**config.mk**
```make
export PLATFORM = sky130hd
export DESIGN_NAME = charge_demand_cap_tracker_core
export DESIGN_NICKNAME = d
export VERILOG_FILES = /design/src/rtl/core/cdct_pkg.sv /design/src/rtl/core/cdct_cfg_regs.sv /design/src/rtl/core/cdct_tracker.sv /design/src/rtl/core/charge_demand_cap_tracker_core.sv
export SDC_FILE = /design/constraint.sdc
export NUM_CORES = 1
export LEC_CHECK = 0
export ABC_AREA = 1
export BUFFER_PORTS_ARGS = -buffer_cell sky130_fd_sc_hd__buf_2
export CORE_MARGIN = 1.5
export CORE_UTILIZATION = 43
export DETAILED_ROUTE_END_ITERATION = 16
export PLACE_DENSITY = 0.62
export SKIP_LAST_GASP = 1
export SYNTH_ARGS = -nofsm -noshare
export SYNTH_HDL_FRONTEND = slang
export SYNTH_SLANG_ARGS = --single-unit
```
**constraint.sdc**
```tcl
create_clock -name clk_i -period 8.6 [get_ports clk_i]
set_clock_uncertainty 0.1 [all_clocks]
set_input_delay 0.43 -clock clk_i [delete_from_list [all_inputs] [get_ports clk_i]]
set_output_delay 0.43 -clock clk_i [all_outputs]
set_load 0.01 [all_outputs]
```
**src/rtl/core/cdct_pkg.sv**
```systemverilog
`timescale 1ns / 1ps

package cdct_pkg;

  // Fixed widths of the narrow configuration registers.
  localparam int MarginBits  = 10;
  localparam int TickCfgBits = 8;
  localparam int CfgIdxBits  = 3;
  localparam int CfgDataBits = 16;

  typedef enum logic [CfgIdxBits-1:0] {
    CFG_MIN_CHARGE   = 3'd0,
    CFG_DETECT_MARG  = 3'd1,
    CFG_RECOV_MARG   = 3'd2,
    CFG_OFFER_STEP   = 3'd3,
    CFG_PROBE_INTVL  = 3'd4,
    CFG_HOLDOFF      = 3'd5
  } cfg_idx_e;

  localparam logic [MarginBits-1:0]  DetectMargReset = 10'd25;
  localparam logic [MarginBits-1:0]  RecovMargReset  = 10'd25;
  localparam logic [MarginBits-1:0]  OfferStepReset  = 10'd50;
  localparam logic [TickCfgBits-1:0] ProbeIntvlReset = 8'd6;
  localparam logic [TickCfgBits-1:0] HoldoffReset    = 8'd6;
  localparam int                     MinChargeReset  = 600;

  // Configuration values of fixed width shared by the register file and the tracker.
  typedef struct packed {
    logic [MarginBits-1:0]  detect_margin;
    logic [MarginBits-1:0]  recovery_margin;
    logic [MarginBits-1:0]  offer_step;
    logic [TickCfgBits-1:0] probe_interval;
    logic [TickCfgBits-1:0] holdoff_ticks;
  } cfg_t;

endpackage

```
**src/rtl/core/cdct_cfg_regs.sv**
```systemverilog
`timescale 1ns / 1ps

module cdct_cfg_regs #(
  parameter int CURRENT_BITS = 13
) (
  input  logic                                clk_i,
  input  logic                                rst_ni,
  input  logic                                cfg_valid_i,
  input  logic [cdct_pkg::CfgIdxBits-1:0]     cfg_index_i,
  input  logic [cdct_pkg::CfgDataBits-1:0]    cfg_data_i,
  output logic [CURRENT_BITS-1:0]             min_charge_o,
  output cdct_pkg::cfg_t                      cfg_o
);

  logic [CURRENT_BITS-1:0] min_charge_q;
  cdct_pkg::cfg_t          cfg_q;

  always_ff @(posedge clk_i or negedge rst_ni) begin
    if (!rst_ni) begin
      min_charge_q          <= CURRENT_BITS'(cdct_pkg::MinChargeReset);
      cfg_q.detect_margin   <= cdct_pkg::DetectMargReset;
      cfg_q.recovery_margin <= cdct_pkg::RecovMargReset;
      cfg_q.offer_step      <= cdct_pkg::OfferStepReset;
      cfg_q.probe_interval  <= cdct_pkg::ProbeIntvlReset;
      cfg_q.holdoff_ticks   <= cdct_pkg::HoldoffReset;
    end else if (cfg_valid_i) begin
      unique case (cfg_index_i)
        cdct_pkg::CFG_MIN_CHARGE: begin
          min_charge_q <= cfg_data_i[CURRENT_BITS-1:0];
        end
        cdct_pkg::CFG_DETECT_MARG: begin
          cfg_q.detect_margin <= cfg_data_i[cdct_pkg::MarginBits-1:0];
        end
        cdct_pkg::CFG_RECOV_MARG: begin
          cfg_q.recovery_margin <= cfg_data_i[cdct_pkg::MarginBits-1:0];
        end
        cdct_pkg::CFG_OFFER_STEP: begin
          cfg_q.offer_step <= cfg_data_i[cdct_pkg::MarginBits-1:0];
        end
        cdct_pkg::CFG_PROBE_INTVL: begin
          cfg_q.probe_interval <= cfg_data_i[cdct_pkg::TickCfgBits-1:0];
        end
        cdct_pkg::CFG_HOLDOFF: begin
          cfg_q.holdoff_ticks <= cfg_data_i[cdct_pkg::TickCfgBits-1:0];
        end
        default: begin
        end
      endcase
    end
  end

  assign min_charge_o = min_charge_q;
  assign cfg_o        = cfg_q;

endmodule

```
**src/rtl/core/cdct_tracker.sv**
```systemverilog
`timescale 1ns / 1ps

module cdct_tracker #(
  parameter int CURRENT_BITS    = 13,
  parameter int TICK_COUNT_BITS = 8
) (
  input  logic                    clk_i,
  input  logic                    rst_ni,
  input  logic                    step_en_i,
  input  logic [CURRENT_BITS-1:0] min_charge_i,
  input  cdct_pkg::cfg_t          cfg_i,
  input  logic [CURRENT_BITS-1:0] limit_current_i,
  input  logic [CURRENT_BITS-1:0] measured_now_i,
  input  logic [CURRENT_BITS-1:0] pilot_now_i,
  input  logic [CURRENT_BITS-1:0] offered_now_i,
  input  logic                    is_charging_i,
  input  logic                    is_demanding_i,
  output logic [CURRENT_BITS-1:0] granted_limit_o,
  output logic                    cap_applied_o
);

  localparam int CW = CURRENT_BITS;
  localparam int TC = TICK_COUNT_BITS;
  // Sums of a current and a margin need one bit over the wider operand.
  localparam int SW = ((CW > cdct_pkg::MarginBits) ? CW : cdct_pkg::MarginBits) + 1;
  localparam int TW = (TC > cdct_pkg::TickCfgBits) ? TC : cdct_pkg::TickCfgBits;
  localparam logic [TC-1:0] TickMax = '1;

  logic          cap_active_q, cap_active_d;
  logic [CW-1:0] cap_value_q, cap_value_d;
  logic [TC-1:0] probe_count_q, probe_count_d;
  logic [CW-1:0] probe_ref_q, probe_ref_d;
  logic [TC-1:0] holdoff_q, holdoff_d;
  logic          prev_chg_q, prev_chg_d;
  logic [CW-1:0] prev_offer_q, prev_offer_d;

  logic [TC-1:0] sat_probe, sat_holdoff;
  logic [TW-1:0] probe_ext, holdoff_ext;

  assign probe_ext   = TW'(cfg_i.probe_interval);
  assign holdoff_ext = TW'(cfg_i.holdoff_ticks);
  assign sat_probe   = (probe_ext > TW'(TickMax)) ? TickMax : probe_ext[TC-1:0];
  assign sat_holdoff = (holdoff_ext > TW'(TickMax)) ? TickMax : holdoff_ext[TC-1:0];

  always_comb begin
    logic          detect;
    logic          release_cap;
    logic [SW-1:0] meas_w, cap_plus, ref_plus, offer_plus, meas_plus;

    cap_active_d    = cap_active_q;
    cap_value_d     = cap_value_q;
    probe_count_d   = probe_count_q;
    probe_ref_d     = probe_ref_q;
    holdoff_d       = holdoff_q;
    prev_chg_d      = prev_chg_q;
    prev_offer_d    = prev_offer_q;
    granted_limit_o = limit_current_i;
    cap_applied_o   = 1'b0;
    detect          = 1'b0;
    release_cap     = 1'b0;
    meas_w          = SW'(measured_now_i);
    cap_plus        = '0;
    ref_plus        = '0;
    offer_plus      = SW'(prev_offer_q) + SW'(cfg_i.offer_step);
    meas_plus       = meas_w + SW'(cfg_i.detect_margin);

    if (!is_demanding_i || (limit_current_i == '0)) begin
      cap_active_d  = 1'b0;
      cap_value_d   = '0;
      probe_count_d = '0;
      probe_ref_d   = '0;
      holdoff_d     = '0;
      prev_chg_d    = 1'b0;
    end else begin
      if (is_charging_i != prev_chg_q) begin
        cap_active_d  = 1'b0;
        cap_value_d   = '0;
        probe_count_d = '0;
        probe_ref_d   = '0;
        holdoff_d     = '0;
      end
      prev_chg_d = is_charging_i;

      if (!is_charging_i) begin
        prev_offer_d = '0;
      end else begin
        // No holdoff on the first offer after a restart, when the last offer reads zero.
        if ((prev_offer_q != '0) && (SW'(offered_now_i) > offer_plus)) begin
          holdoff_d = sat_holdoff;
        end
        prev_offer_d = offered_now_i;

        if (holdoff_d != '0) begin
          holdoff_d = holdoff_d - TC'(1);
        end else begin
          detect = (pilot_now_i > min_charge_i) && (measured_now_i != '0) &&
                   (pilot_now_i != '0) && (meas_plus < SW'(pilot_now_i));
        end

        if (detect) begin
          if (!cap_active_d || (measured_now_i < cap_value_d)) begin
            cap_value_d = measured_now_i;
          end
          cap_active_d  = 1'b1;
          probe_count_d = '0;
          probe_ref_d   = measured_now_i;
        end

        if (cap_active_d && (cap_value_d != '0)) begin
          cap_plus      = SW'(cap_value_d) + SW'(cfg_i.recovery_margin);
          ref_plus      = SW'(probe_ref_d) + SW'(cfg_i.recovery_margin);
          probe_count_d = probe_count_d + TC'(1);
          if (probe_count_d >= sat_probe) begin
            probe_count_d = '0;
            if ((meas_w >= cap_plus) || (meas_w > ref_plus)) begin
              release_cap = 1'b1;
            end else begin
              probe_ref_d = measured_now_i;
            end
          end else if (meas_w >= cap_plus) begin
            release_cap = 1'b1;
          end

          if (release_cap) begin
            cap_active_d  = 1'b0;
            cap_value_d   = '0;
            probe_count_d = '0;
            probe_ref_d   = '0;
            holdoff_d     = '0;
          end else begin
            granted_limit_o = (limit_current_i < cap_value_d) ? limit_current_i
                                                              : cap_value_d;
            cap_applied_o   = 1'b1;
          end
        end
      end
    end
  end

  always_ff @(posedge clk_i or negedge rst_ni) begin
    if (!rst_ni) begin
      cap_active_q  <= 1'b0;
      cap_value_q   <= '0;
      probe_count_q <= '0;
      probe_ref_q   <= '0;
      holdoff_q     <= '0;
      prev_chg_q    <= 1'b0;
      prev_offer_q  <= '0;
    end else if (step_en_i) begin
      cap_active_q  <= cap_active_d;
      cap_value_q   <= cap_value_d;
      probe_count_q <= probe_count_d;
      probe_ref_q   <= probe_ref_d;
      holdoff_q     <= holdoff_d;
      prev_chg_q    <= prev_chg_d;
      prev_offer_q  <= prev_offer_d;
    end
  end

  // A cap is only ever latched from a nonzero draw.
  assert property (@(posedge clk_i) disable iff (!rst_ni)
    cap_active_q |-> (cap_value_q != '0))
    else $error("active cap holds a zero value");

  // Releasing the cap clears every piece of cap state together.
  assert property (@(posedge clk_i) disable iff (!rst_ni)
    !cap_active_q |-> ((cap_value_q == '0) && (probe_count_q == '0) && (probe_ref_q == '0)))
    else $error("cap state left over after release");

  // A capped grant never exceeds the limit it was given.
  assert property (@(posedge clk_i) disable iff (!rst_ni)
    cap_applied_o |-> (granted_limit_o <= limit_current_i))
    else $error("capped grant above limit");

  // Without a charging vehicle the grant passes through untouched.
  assert property (@(posedge clk_i) disable iff (!rst_ni)
    !is_charging_i |-> (!cap_applied_o && (granted_limit_o == limit_current_i)))
    else $error("cap applied while not charging");

endmodule

```
**src/rtl/core/charge_demand_cap_tracker_core.sv**
```systemverilog
`timescale 1ns / 1ps

// Channel  Direction  Handshake                   Payload
// in       input      in_valid_i / in_ready_o     limit, measured, pilot, offered, flags
// out      output     out_valid_o / out_ready_i   granted_limit_o, cap_applied_o
// cfg      input      cfg_valid_i / cfg_ready_o   cfg_index_i, cfg_data_i
//
// One beat in gives one beat out. A beat is held in the input register, then
// the tracker logic runs combinationally into the result register, and the block
// takes one beat per cycle when out is not stalled.
// The tracker state advances when a beat moves from the input to the result register.
// Reset clears the tracker state and loads the register defaults; cfg_ready_o is high.
// When out stalls, the input register holds and in_ready_o drops once it is full.
module charge_demand_cap_tracker_core #(
  parameter int CURRENT_BITS    = 13,
  parameter int TICK_COUNT_BITS = 8
) (
  input  logic                             clk_i,
  input  logic                             rst_ni,
  input  logic                             in_valid_i,
  output logic                             in_ready_o,
  input  logic [CURRENT_BITS-1:0]          limit_current_i,
  input  logic [CURRENT_BITS-1:0]          measured_now_i,
  input  logic [CURRENT_BITS-1:0]          pilot_now_i,
  input  logic [CURRENT_BITS-1:0]          offered_now_i,
  input  logic                             is_charging_i,
  input  logic                             is_demanding_i,
  output logic                             out_valid_o,
  input  logic                             out_ready_i,
  output logic [CURRENT_BITS-1:0]          granted_limit_o,
  output logic                             cap_applied_o,
  input  logic                             cfg_valid_i,
  output logic                             cfg_ready_o,
  input  logic [cdct_pkg::CfgIdxBits-1:0]  cfg_index_i,
  input  logic [cdct_pkg::CfgDataBits-1:0] cfg_data_i
);

  logic                    in_valid_q;
  logic [CURRENT_BITS-1:0] limit_q, meas_q, pilot_q, offer_q;
  logic                    charging_q, demanding_q;
  logic                    out_valid_q;
  logic [CURRENT_BITS-1:0] granted_q;
  logic                    cap_applied_q;

  logic                    advance, step_en, in_take;
  logic [CURRENT_BITS-1:0] min_charge;
  cdct_pkg::cfg_t          cfg;
  logic [CURRENT_BITS-1:0] granted_d;
  logic                    cap_applied_d;

  assign advance     = !out_valid_q || out_ready_i;
  assign step_en     = in_valid_q && advance;
  assign in_ready_o  = !in_valid_q || advance;
  assign in_take     = in_valid_i && in_ready_o;
  assign cfg_ready_o = 1'b1;

  cdct_cfg_regs #(
    .CURRENT_BITS (CURRENT_BITS)
  ) u_cfg (
    .clk_i        (clk_i),
    .rst_ni       (rst_ni),
    .cfg_valid_i  (cfg_valid_i),
    .cfg_index_i  (cfg_index_i),
    .cfg_data_i   (cfg_data_i),
    .min_charge_o (min_charge),
    .cfg_o        (cfg)
  );

  cdct_tracker #(
    .CURRENT_BITS    (CURRENT_BITS),
    .TICK_COUNT_BITS (TICK_COUNT_BITS)
  ) u_tracker (
    .clk_i           (clk_i),
    .rst_ni          (rst_ni),
    .step_en_i       (step_en),
    .min_charge_i    (min_charge),
    .cfg_i           (cfg),
    .limit_current_i (limit_q),
    .measured_now_i  (meas_q),
    .pilot_now_i     (pilot_q),
    .offered_now_i   (offer_q),
    .is_charging_i   (charging_q),
    .is_demanding_i  (demanding_q),
    .granted_limit_o (granted_d),
    .cap_applied_o   (cap_applied_d)
  );

  always_ff @(posedge clk_i or negedge rst_ni) begin
    if (!rst_ni) begin
      in_valid_q  <= 1'b0;
      out_valid_q <= 1'b0;
    end else begin
      if (in_ready_o) begin
        in_valid_q <= in_valid_i;
      end
      if (advance) begin
        out_valid_q <= in_valid_q;
      end
    end
  end

  always_ff @(posedge clk_i) begin
    if (in_take) begin
      limit_q     <= limit_current_i;
      meas_q      <= measured_now_i;
      pilot_q     <= pilot_now_i;
      offer_q     <= offered_now_i;
      charging_q  <= is_charging_i;
      demanding_q <= is_demanding_i;
    end
    if (step_en) begin
      granted_q     <= granted_d;
      cap_applied_q <= cap_applied_d;
    end
  end

  assign out_valid_o     = out_valid_q;
  assign granted_limit_o = granted_q;
  assign cap_applied_o   = cap_applied_q;

endmodule

```
==> impl_metrics.csv <==
group,metric,value,unit
drt,first_pass_iters,6,
setup_path,crit_buf_inv,4,
drt,routed_via_density,5.31,
clocking,cts_tree,"yes",
floorplan,design.core.area,29800,µm²
synth,synthFlopType,"dfrtp_1",
setup_path,critical-path-top-delay-family,"compound AO/OA/AOI/OAI gates",
finish,synthToLayoutAreaGrowth,16.5,%
synth,async_reset_ff_frac,0.634,
synth,ys_types,53,
floorplan,io_pins,95,
power,ir_worst_vdd,0.175,mV
global_routing,grt_pass1_wl,56100,µm
placement,numPortBuffers,90,
finish,fin_cells,2125,
setup_path,slowest_stage,"dfrtp_1",
finish,nNetsFinal,1942,
global_routing,grt_overflow,0,
global_routing,grt_pass1_vias,10700,
global_routing,grt_antenna_before_repair,0,
clocking,clock-sinks,186,
placement,place_inst,2076,
placement,pre_cts_slack,18.1,ps
timing,fmax,0.123,GHz
floorplan,die_y,177,µm
timing,slew_viol_final,0,
timing,setup_viol,0,
power,p_leak,7.53,nW
drt,num_vias,11300,
clocking,insertion_delay,470,ps
synth,yosys_warnings,0,
global_routing,track_usage,0.233,
drt,drt_wl_total,35800,µm
setup_path,start_kind,"flop",
clocking,htree_levels,4,
drt,drt_iter0_markers,863,
setup_path,crit_required,8710,ps
run_status,status,"complete, no violations",
setup_path,arrival,8240,ps
timing,setup_ws,476,ps
floorplan,num_rows,63,
setup_path,crit_top_cell,"a21oi_1",
finish,num_antenna_cells,0,
placement,hpwl,25400,µm
timing,hold_violations,0,
timing,fin_crit,8120,ps
setup_path,cp_slowest_stage_delay,420,ps
synth,synthCells,1591,
flow_run,drv_cap,0,
clocking,root_buffer,"clkbuf_16",
setup_path,path_max_fanout,7,
drt,wl_per_cell,16.9,µm
synth,syn_area,13100,µm²
floorplan,die_x,177,µm
placement,place_congestion,0.911,
setup_path,cp-end-kind,"flop",
global_routing,grt_max_degree,65,
timing,finalSetupTns,0,ps
setup_path,critical_path_class,"reg -> reg",
timing,period_share,0.945,
clocking,path_clk_slew,80,ps
timing,worstMarginPinSlew,935,ps
synth,ys_seq_elements,186,
min_path,hp-class,"in -> reg",
floorplan,die_area,31500,µm²
floorplan,start_util,0.439,
drt,postRouteAntennaNets,0,
drt,drcViolationCount,0,
synth,synth_edf_count,68,
finish,layout-drive-gt1-share,0.190,
timing,slew_headroom,0.375,
clocking,clk_path_buf_depth,2,
synth,synth.yosys.seq_area_share,0.384,
clocking,cts_made_buffers,17,
synth,avgSynthCellArea,8.22,µm²
synth,syn_nets,1811,
power,p_per_area,235,nW/µm²
==> cell usage after synthesis, types with 16 or more instances <==
cell type,number,area [µm²]
xor2_1,31,272
nand2_2,33,206
xnor2_1,20,175
nand4_1,32,200
dfrtp_1,101,2530
edfxtp_1,68,2040
nor3_1,17,85.1
nor2_1,67,251
o21ai_0,127,636
a21oi_1,117,586
nand2_1,367,1380
dfstp_2,17,447
ha_1,138,1730
nand3_1,71,355
clkbuf_1,32,120
o22ai_1,16,100
inv_1,190,713
==> flip-flops by register name, indices dropped and copies added, names as in the netlist, 8 cells and up <==
signal,cells
u_tracker.probe_ref_q,13
u_cfg.min_charge_o,13
u_tracker.probe_count_q,8
meas_q,13
limit_q,13
granted_limit_o,13
u_tracker.holdoff_q,8
u_cfg.cfg_o,46
u_tracker.cap_value_q,13
offer_q,13
u_tracker.prev_offer_q,13
pilot_q,13
==> metal layers <==
| metal | part of all wire | global-route usage |
|---|---|---|
| met1 | 0.46 | 0.309 |
| met2 | 0.47 | 0.381 |
| met3 | 0.046 | 0.0392 |
| met4 | 0.027 | 0.0872 |
| met5 | 0 | 0 |
==> worst paths after layout <==
check | from | to | slack, ps | depth (start not counted)
hold reg to reg | u_tracker.probe_count_q[5] | u_tracker.probe_count_q[5] | 380 | 2
max in group asynchronous | rst_ni | u_cfg.cfg_o[28] | 6590 | 3
setup reg to reg | u_cfg.cfg_o[16] | granted_limit_o[12] | 480 | 54
hold / removal | pilot_now_i[2] | pilot_q[2] | 30 | 1
min in group asynchronous | rst_ni | u_tracker.prev_offer_q[8] | 490 | 2
setup / recovery | u_cfg.cfg_o[16] | granted_limit_o[12] | 480 | 54
==> logic make-up (layout without fill, tap and decap cells) <==
family                     after synthesis  in the layout  synth area share
AOI/OAI and AO/OA                      341            341             0.149
xor gates and xnor gates                51             51            0.0342
adders and majority gates              142            142             0.138
buffers and inverters                  249            392            0.0787
DFF                                    186            186             0.384
other                                    1              1          0.000287
and+or+nand+nor                        621            622             0.216
==> layout by cell type (no fill, tap or decap), types with 32 or more instances in the layout <==
cell      count
ha_1        131
a21oi_1     108
inv_1       188
nor2_1       65
nand3_1      69
o21ai_0     118
dfrtp_1     101
nand4_1      32
buf_4        64
nand2_1     361
nand2_2      37
edfxtp_1     68
buf_2        89
==> what timing repair did <==
| item | in CTS | in global routing |
|---|---|---|
| pin swaps | 0 | 48 |
| endpoints found under the setup margin | 12 | 57 |
| hold buffers | 1 | 0 |
| gates cloned | 0 | 3 |
| hold endpoints to repair | 54 | 0 |
| resized for setup | 1 | 61 |
| setup buffers | 0 | 13 |
==> area by class of cell <==
class,count,area [µm²]
clock buffer,19,464
sequential,186,5020
tap,390,488
clock inverter,13,145
fill,2865,14600
multi-input combinational,1157,7270
inverter,194,728
timing repair buffer,166,1120
==> stage by stage <==
stage	util	instance area [µm²]	total power, mW	hold slack (ps)
after floorplan	-	13100	2.24	34.4
after global placement	0.477	14200	2.62	358
after detailed placement	0.477	14200	2.66	365
after CTS	0.498	14800	3.49	14.7
after global routing	0.511	15200	3.85	14.6
final	0.511	15200	3.57	32.0
==> power breakdown <==
part	internal [mW]	total, mW	switching [mW]
combinational	0.629	1.57	0.937
clock	0.414	0.815	0.401
sequential	1.08	1.19	0.114
(Power assumes the default switching activity.)
